`src/sms_pkg.sv`:
```
// shared types and constants for the sorted multiset table
package sms_pkg;

   // request opcodes carried on req_tuser
   localparam logic [1:0] ACT_INSERT = 2'd0;
   localparam logic [1:0] ACT_DELETE = 2'd1;
   localparam logic [1:0] ACT_DUMP   = 2'd2;

   // response status codes
   localparam logic [1:0] STS_OK        = 2'd0;
   localparam logic [1:0] STS_FULL      = 2'd1;
   localparam logic [1:0] STS_NOT_FOUND = 2'd2;

   // fixed field widths on the ports
   localparam int ACTION_WIDTH    = 2;
   localparam int IN_VALUE_WIDTH  = 32;
   localparam int OUT_COUNT_WIDTH = 6;
   localparam int STATUS_WIDTH    = 2;
   localparam int OUT_VALUE_WIDTH = 32;
   localparam int RSP_DATA_WIDTH  = 40;

   // command broadcast to every cell
   typedef enum logic [1:0] {
      CELL_HOLD,
      CELL_INSERT,
      CELL_DELETE,
      CELL_SHIFT
   } cell_cmd_type;

   // per-cell compare results
   typedef struct packed {
      logic past;   // slot empty or entry >= key
      logic match;  // first entry >= key equals key
   } cell_flags_type;

endpackage

```
`src/sms_cell.sv`:
```
// one slot of the sorted chain: holds an entry and trades it with its neighbors
module sms_cell #(
   parameter int VALUE_WIDTH = 32
) (
   input  logic                      clock,
   input  sms_pkg::cell_cmd_type     cmd,
   input  logic                      occ,
   input  logic [VALUE_WIDTH-1:0]    key,
   input  logic                      prev_past,
   input  logic [VALUE_WIDTH-1:0]    prev_value,
   input  logic [VALUE_WIDTH-1:0]    next_value,
   output logic [VALUE_WIDTH-1:0]    value,
   output sms_pkg::cell_flags_type   flags
);
   import sms_pkg::*;

   logic [VALUE_WIDTH-1:0] value_ff;
   logic [VALUE_WIDTH-1:0] value_in;

   assign value       = value_ff;
   assign flags.past  = !occ || ($signed(value_ff) >= $signed(key));
   assign flags.match = occ && (value_ff == key) && !prev_past;

   always_comb begin
      value_in = value_ff;
      case (cmd)
         CELL_INSERT: begin
            if (flags.past && !prev_past) begin
               value_in = key;
            end else if (flags.past) begin
               value_in = prev_value;
            end
         end
         CELL_DELETE: begin
            if (flags.past) begin
               value_in = next_value;
            end
         end
         CELL_SHIFT:  value_in = next_value;
         default:     value_in = value_ff;
      endcase
   end

   always_ff @(posedge clock) begin
      value_ff <= value_in;
   end

endmodule

```
`src/sorted_multiset_table_top.sv`:
```
// sorted multiset table: top level with request sequencer, cell chain and response register
//
// Keeps up to DEPTH signed values in ascending order (duplicates kept) in a
// chain of cells, one entry per cell. Every request on req_ produces one or
// more responses on rsp_. For insert and delete all cells compare against the
// key in parallel and shift by one slot in the same edge, so these requests
// and the unused opcode go back to back as long as responses are taken. Dump
// shifts the chain toward cell 0 one slot per cycle, except while an entry to
// be emitted waits on a stalled response slot, and emits the last entry of
// every run of equal values; no request is taken until it ends. The table is
// empty afterwards. Insert into a full table returns status full and delete
// of an absent value returns status not found; both leave the table alone.
module sorted_multiset_table_top #(
   parameter int DEPTH       = 32,
   parameter int VALUE_WIDTH = 32
) (
   input  logic                                 clock,
   input  logic                                 reset,
   // request channel
   input  logic                                 req_tvalid,
   output logic                                 req_tready,
   input  logic [sms_pkg::IN_VALUE_WIDTH-1:0]   req_tdata,  // value
   input  logic [sms_pkg::ACTION_WIDTH-1:0]     req_tuser,  // action
   // response channel
   output logic                                 rsp_tvalid,
   input  logic                                 rsp_tready,
   output logic [sms_pkg::RSP_DATA_WIDTH-1:0]   rsp_tdata,  // entry_count, status, out_value
   output logic                                 rsp_tuser,  // value_valid
   output logic                                 rsp_tlast   // last
);
   import sms_pkg::*;

   localparam int CW = $clog2(DEPTH + 1);

   typedef enum logic {
      ST_IDLE,
      ST_DUMP
   } state_type;

   state_type                  state_ff, state_in;
   logic [CW-1:0]              count_ff, count_in;

   // response register
   logic                       rsp_valid_ff, rsp_valid_in;
   logic [OUT_COUNT_WIDTH-1:0] rsp_count_ff, rsp_count_in;
   logic [STATUS_WIDTH-1:0]    rsp_status_ff, rsp_status_in;
   logic [OUT_VALUE_WIDTH-1:0] rsp_value_ff, rsp_value_in;
   logic                       rsp_vvalid_ff, rsp_vvalid_in;
   logic                       rsp_last_ff, rsp_last_in;

   // chain wiring
   cell_cmd_type               cmd;
   logic [VALUE_WIDTH-1:0]     key;
   logic [VALUE_WIDTH-1:0]     cell_value [DEPTH];
   cell_flags_type             cell_flags [DEPTH];
   logic [DEPTH-1:0]           occ;
   logic [DEPTH-1:0]           match_vec;
   logic                       found;
   logic                       slot_free;
   logic                       req_fire;
   logic                       emit;
   logic [OUT_VALUE_WIDTH-1:0] head_value;
   logic [OUT_COUNT_WIDTH-1:0] count_out;
   logic [OUT_COUNT_WIDTH-1:0] count_plus_out;
   logic [OUT_COUNT_WIDTH-1:0] count_minus_out;
   logic [CW-1:0]              count_plus;
   logic [CW-1:0]              count_minus;

   // key from the request value, response value from cell 0
   generate
      if (VALUE_WIDTH <= IN_VALUE_WIDTH) begin : g_key_narrow
         assign key = req_tdata[VALUE_WIDTH-1:0];
      end else begin : g_key_wide
         // wide tables take the field's bits as an unsigned pattern
         assign key = {{(VALUE_WIDTH-IN_VALUE_WIDTH){1'b0}}, req_tdata};
      end
      if (VALUE_WIDTH >= OUT_VALUE_WIDTH) begin : g_out_wide
         assign head_value = cell_value[0][OUT_VALUE_WIDTH-1:0];
      end else begin : g_out_narrow
         assign head_value = {{(OUT_VALUE_WIDTH-VALUE_WIDTH){1'b0}}, cell_value[0]};
      end
   endgenerate

   // count as seen on the response field, truncated or zero-extended
   assign count_plus  = count_ff + CW'(1);
   assign count_minus = count_ff - CW'(1);
   generate
      if (CW >= OUT_COUNT_WIDTH) begin : g_cnt_trunc
         assign count_out       = count_ff[OUT_COUNT_WIDTH-1:0];
         assign count_plus_out  = count_plus[OUT_COUNT_WIDTH-1:0];
         assign count_minus_out = count_minus[OUT_COUNT_WIDTH-1:0];
      end else begin : g_cnt_ext
         assign count_out       = {{(OUT_COUNT_WIDTH-CW){1'b0}}, count_ff};
         assign count_plus_out  = {{(OUT_COUNT_WIDTH-CW){1'b0}}, count_plus};
         assign count_minus_out = {{(OUT_COUNT_WIDTH-CW){1'b0}}, count_minus};
      end
   endgenerate

   // the chain of cells; occupancy follows from the count
   genvar gi;
   generate
      for (gi = 0; gi < DEPTH; gi++) begin : g_cell
         logic                   prev_past;
         logic [VALUE_WIDTH-1:0] prev_value;
         logic [VALUE_WIDTH-1:0] next_value;

         assign occ[gi]       = count_ff > CW'(gi);
         assign match_vec[gi] = cell_flags[gi].match;

         if (gi == 0) begin : g_head
            assign prev_past  = 1'b0;
            assign prev_value = '0;
         end else begin : g_body
            assign prev_past  = cell_flags[gi-1].past;
            assign prev_value = cell_value[gi-1];
         end
         if (gi == DEPTH - 1) begin : g_tail
            assign next_value = '0;
         end else begin : g_mid
            assign next_value = cell_value[gi+1];
         end

         sms_cell #(
            .VALUE_WIDTH (VALUE_WIDTH)
         ) u_cell (
            .clock      (clock),
            .cmd        (cmd),
            .occ        (occ[gi]),
            .key        (key),
            .prev_past  (prev_past),
            .prev_value (prev_value),
            .next_value (next_value),
            .value      (cell_value[gi]),
            .flags      (cell_flags[gi])
         );
      end
   endgenerate

   assign found = |match_vec;

   // response slot is free when empty or being drained this cycle
   assign slot_free  = !rsp_valid_ff || rsp_tready;
   assign req_tready = (state_ff == ST_IDLE) && slot_free;
   assign req_fire   = req_tvalid && req_tready;

   // during dump cell 0 is emitted when it ends a run of equal values
   assign emit = !occ[1] || (cell_value[0] != cell_value[1]);

   always_comb begin
      state_in      = state_ff;
      count_in      = count_ff;
      cmd           = CELL_HOLD;
      rsp_valid_in  = rsp_valid_ff && !rsp_tready;
      rsp_count_in  = rsp_count_ff;
      rsp_status_in = rsp_status_ff;
      rsp_value_in  = rsp_value_ff;
      rsp_vvalid_in = rsp_vvalid_ff;
      rsp_last_in   = rsp_last_ff;

      unique case (state_ff)
         ST_IDLE: begin
            if (req_fire) begin
               // defaults for a single-transaction reply
               rsp_valid_in  = 1'b1;
               rsp_count_in  = count_out;
               rsp_status_in = STS_OK;
               rsp_value_in  = '0;
               rsp_vvalid_in = 1'b0;
               rsp_last_in   = 1'b1;
               unique case (req_tuser)
                  ACT_INSERT: begin
                     if (count_ff == CW'(DEPTH)) begin
                        rsp_status_in = STS_FULL;
                     end else begin
                        cmd          = CELL_INSERT;
                        count_in     = count_plus;
                        rsp_count_in = count_plus_out;
                     end
                  end
                  ACT_DELETE: begin
                     if (found) begin
                        cmd          = CELL_DELETE;
                        count_in     = count_minus;
                        rsp_count_in = count_minus_out;
                     end else begin
                        rsp_status_in = STS_NOT_FOUND;
                     end
                  end
                  ACT_DUMP: begin
                     if (count_ff != '0) begin
                        // replies come from the dump walk
                        rsp_valid_in = rsp_valid_ff && !rsp_tready;
                        rsp_count_in = rsp_count_ff;
                        rsp_last_in  = rsp_last_ff;
                        state_in     = ST_DUMP;
                     end else begin
                        rsp_count_in = '0;
                     end
                  end
                  default: begin
                     // unused opcode: report the count, change nothing
                  end
               endcase
            end
         end
         ST_DUMP: begin
            if (!emit || slot_free) begin
               cmd      = CELL_SHIFT;
               count_in = count_minus;
               if (count_ff == CW'(1)) begin
                  state_in = ST_IDLE;
               end
               if (emit) begin
                  rsp_valid_in  = 1'b1;
                  rsp_count_in  = '0;
                  rsp_status_in = STS_OK;
                  rsp_value_in  = head_value;
                  rsp_vvalid_in = 1'b1;
                  rsp_last_in   = !occ[1];
               end
            end
         end
         default: begin
            state_in = ST_IDLE;
         end
      endcase
   end

   always_ff @(posedge clock) begin
      if (reset) begin
         state_ff     <= ST_IDLE;
         count_ff     <= '0;
         rsp_valid_ff <= 1'b0;
      end else begin
         state_ff     <= state_in;
         count_ff     <= count_in;
         rsp_valid_ff <= rsp_valid_in;
      end
      rsp_count_ff  <= rsp_count_in;
      rsp_status_ff <= rsp_status_in;
      rsp_value_ff  <= rsp_value_in;
      rsp_vvalid_ff <= rsp_vvalid_in;
      rsp_last_ff   <= rsp_last_in;
   end

   assign rsp_tvalid = rsp_valid_ff;
   assign rsp_tdata  = {rsp_value_ff, rsp_status_ff, rsp_count_ff};
   assign rsp_tuser  = rsp_vvalid_ff;
   assign rsp_tlast  = rsp_last_ff;

endmodule

```
`config.mk`:
```
export PLATFORM = sky130hd
export DESIGN_NAME = sorted_multiset_table_top
export DESIGN_NICKNAME = d
export VERILOG_FILES = /design/src/sms_pkg.sv /design/src/sms_cell.sv /design/src/sorted_multiset_table_top.sv
export SDC_FILE = /design/constraint.sdc
export NUM_CORES = 2
export LEC_CHECK = 0
export ABC_AREA = 0
export BUFFER_PORTS_ARGS = -buffer_cell sky130_fd_sc_hd__buf_4
export CORE_UTILIZATION = 51
export CTS_CLUSTER_DIAMETER = 100
export DETAILED_ROUTE_END_ITERATION = 10
export PLACE_DENSITY = 0.66
export SYNTH_ARGS = -nofsm -noshare
export SYNTH_HDL_FRONTEND = slang
export SYNTH_SLANG_ARGS = --single-unit
```
`constraint.sdc`:
```
create_clock -name clock -period 13.75 [get_ports clock]
set_input_delay 0 -clock clock [delete_from_list [all_inputs] [get_ports clock]]
set_output_delay 0 -clock clock [all_outputs]
set_load 0.03 [all_outputs]
```
==> insert_results.sql <==
INSERT INTO impl_metrics (metric_group, metric, value, unit) VALUES
('power', 'power.share.clock', '29.0', '%'),
('detailed_routing', 'wl_per_cell', '28.5', 'um'),
('finish', 'final_layout_size_suffix_gt1_share', '8.08', '%'),
('power', 'seq_pwr_share', '40.9', '%'),
('setup_path', 'critical_path.endpoint_type', 'register', ''),
('yosys', 'post_synth_num_cell_types', '78', ''),
('timing', 'max_clock_freq', '115', 'MHz'),
('placement', 'dp_cells', '9806', ''),
('yosys', 'synth-async-reset-ratio', '0', '%'),
('timing', 'hold_violations', '0', ''),
('timing', 'setup-violations-final', '0', ''),
('power', 'netSwitchingFraction', '35.7', '%'),
('finish', 'instances_no_fill', '10100', ''),
('finish', 'mostFrequentLayoutCells', 'sky130_fd_sc_hd__a21oi_1 (1,587), sky130_fd_sc_hd__nor2_1 (1,486), sky130_fd_sc_hd__edfxtp_1 (1,066)', ''),
('yosys', 'share_of_the_yosys_chip_area_belonging_to_registers', '41.0', '%'),
('clock_tree', 'h-tree-depth', '4', ''),
('clock_tree', 'cts_made_buffers', '135', ''),
('die', 'std_cell_rows', '143', ''),
('power', 'finalPower', '11.9', 'mW'),
('worst_hold_path', 'hold_path_stages', '5', ''),
('setup_path', 'worstPathArrival', '9.33', 'ns'),
('setup_path', 'timing.critical_path.slowest_stage_cell', 'sky130_fd_sc_hd__nor4_1', ''),
('setup_path', 'max_stage_delay', '0.94', 'ns'),
('global_route', 'wire_length_of_the_first_global_routing_pass', '418', 'mm'),
('setup_path', 'critPathKind', 'primary input to register', ''),
('power', 'power_switching', '4.26', 'mW'),
('finish', 'area_growth', '8.33', '%'),
('detailed_routing', 'via_per_inst', '6.55', ''),
('global_route', 'use_met2', '51.2', '%'),
('global_route', 'global_route.usage.met1', '51.7', '%'),
('global_route', 'first_global_vias', '61900', ''),
('die', 'floorplan.io_pins', '82', ''),
('setup_path', 'cp-start-kind', 'primary input', ''),
('die', 'dieArea', '155000', 'sq um'),
('setup_path', 'timing.rr.start', 'g_cell[13].u_cell.value[10]$_DFFE_PP_', ''),
('clock_tree', 'ctsRootBufferMaster', 'sky130_fd_sc_hd__clkbuf_16', ''),
('setup_path', 'critical_path_cell_by_cell', 'dlygate4sd3_1, buf_4, inv_2, buf_4, ha_1, nand2_1, nor4_1, a21boi_0, o31ai_1, and4_1, o21ai_0, o221ai_1, a2111oi_0, nand3_1, o21ai_2, a21bo_4, buf_12, buf_12, nor2_1, a21oi_2', ''),
('detailed_routing', 'drt_wl_total', '288', 'mm'),
('placement', 'port_buffers', '81', ''),
('setup_path', 'reg2reg_setup_slack', '5.90', 'ns'),
('timing', 'final-max-slew-violation-count', '0', ''),
('global_route', 'initial_antenna_violation_count', '8', ''),
('setup_path', 'critical_path_peak_fanout', '193', ''),
('timing', 'final.setup_skew', '0.0335', 'ns'),
('power', 'power_report.internal_total', '7.69', 'mW'),
('detailed_routing', 'detailedRoute.firstPassIterationCount', '6', ''),
('die', 'die-height', '394', 'um'),
('yosys', 'synth_area', '78500', 'sq um'),
('clock_tree', 'post-cts-setup-buffer-count', '0', ''),
('yosys', 'synth_edf_count', '1066', ''),
('detailed_routing', 'via_count', '66000', ''),
('finish', 'layout.core_utilization', '55.8', '%'),
('die', 'start_util', '51.5', '%'),
('worst_hold_path', 'min_from', 'req_tdata[26]', ''),
('status', 'run_status', 'completed', ''),
('yosys', 'warnings_synthesis', '0', ''),
('placement', 'dp_hpwl', '200', 'mm'),
('setup_path', 'wp_data_required', '14.38', 'ns'),
('yosys', 'post_synthesis_cells', '8054', ''),
('die', 'core_area', '152000', 'sq um'),
('global_route', 'grt_start_max_net_pins', '249', ''),
('finish', 'nets', '9017', ''),
('clock_tree', 'clkLatencyLatePin', '0.80', 'ns'),
('global_route', 'grt-busiest-layer', 'met1', ''),
('global_route', 'grtUsageTotal', '36.0', '%'),
('detailed_routing', 'detailedRoute.firstIterationViolations', '8401', ''),
('timing', 'slew-limit-headroom', '14.4', '%'),
('die', 'width_of_the_chip', '394', 'um'),
('yosys', 'synthFlopType', 'sky130_fd_sc_hd__edfxtp_1', ''),
('finish', 'antennaDiodeCount', '0', ''),
('timing', 'rsz_0062_raised_after_global_routing', 'no', '');
worst max-delay path: cells and delay by family:
| family | cells | cell delay [ns] |
|---|---|---|
| AO/OA/AOI/OAI | 8 | 3.27 |
| adder cells (fa/ha/maj) | 1 | 0.38 |
| buffers and inverters | 6 | 3.54 |
| AND/OR/NAND/NOR | 5 | 1.76 |
how the worst max path moves through the flow:
stage                              from                                     to  slack, ns  depth (start not counted)
after global routing       req_tdata[6]   g_cell[26].u_cell.value[2]$_DFFE_PP_       4.87                         19
after global placement     req_tdata[6]  g_cell[25].u_cell.value[21]$_DFFE_PP_       5.14                         18
after floorplan           req_tdata[19]   g_cell[28].u_cell.value[0]$_DFFE_PP_       6.83                         15
final                      req_tdata[6]  g_cell[27].u_cell.value[23]$_DFFE_PP_       5.05                         20
after detailed placement   req_tdata[6]  g_cell[30].u_cell.value[28]$_DFFE_PP_       5.22                         18
after CTS                  req_tdata[6]  g_cell[27].u_cell.value[23]$_DFFE_PP_       5.49                         20
per-stage QoR:
stage | instance area [sq um] | setup slack (ns)
after detailed placement | 80500 | 5.22
after global routing | 85000 | 4.87
final | 85000 | 5.05
after global placement | 80500 | 5.14
after CTS | 85000 | 5.49
after floorplan | 78500 | 6.83
layer usage:
metal | wire (um) | part of all wire, % | vias up
li1 | - | - | 29900
met1 | 122000 | 42 | 31900
met2 | 118000 | 41 | 3644
met3 | 31600 | 11 | 622
met4 | 15800 | 5.5 | 6
met5 | 41 | 0.014 | -
Yosys cell counts, drive strengths merged, types with 107 or more instances:
library cell	n	share of area (%)
a21oi	1730	12
nor2	1495	7.2
edfxtp	1066	41
ha	1028	16
mux2i	627	8.0
clkbuf	259	1.2
nand2	255	1.2
buf	228	1.8
nand4	196	1.6
o21ai	151	0.97
nand3	124	0.79
inv	107	0.51
cells by family after synthesis:
group,after synthesis,synth area share [%]
flip-flops,1074,41.0
buffers and inverters,594,3.57
XOR/XNOR,55,0.614
adder cells (fa/ha/maj),1052,16.7
AO/OA/AOI/OAI,2238,16.3
multiplexers,659,8.46
AND/OR/NAND/NOR,2382,13.3
layout make-up:
cell class | instances | area (sq um)
clock buffer | 172 | 3610
fill | 13300 | 67300
tap | 2030 | 2540
multi-input combinational | 6386 | 43700
inverter | 107 | 402
timing repair buffer | 247 | 2060
sequential | 1074 | 32200
clock inverter | 62 | 505
registers in the layout, indices dropped and copies added (netlist names):
signal / cells
rsp_count_ff: 6
state_ff: 1
rsp_tuser: 1
rsp_value_ff: 32
rsp_tvalid: 1
rsp_status_ff: 2
g_cell.u_cell.value: 1024
rsp_tlast: 1
count_ff: 6
power by group through the flow:
stage                     combinational, mW  clock [mW]  sequential, mW
after floorplan                        2.49           0            4.70
after global placement                 3.39           0            4.92
after detailed placement               3.51           0            4.92
after CTS                              3.53        3.49            4.86
after global routing                   3.93        3.60            4.91
final                                  3.60        3.46            4.88
what timing repair did:
action	in CTS	in global routing
hold buffers	38	0
hold endpoints to repair	463	0
endpoints found under the setup margin	0	0
resized for setup	0	0
(Power assumes the default switching activity.)
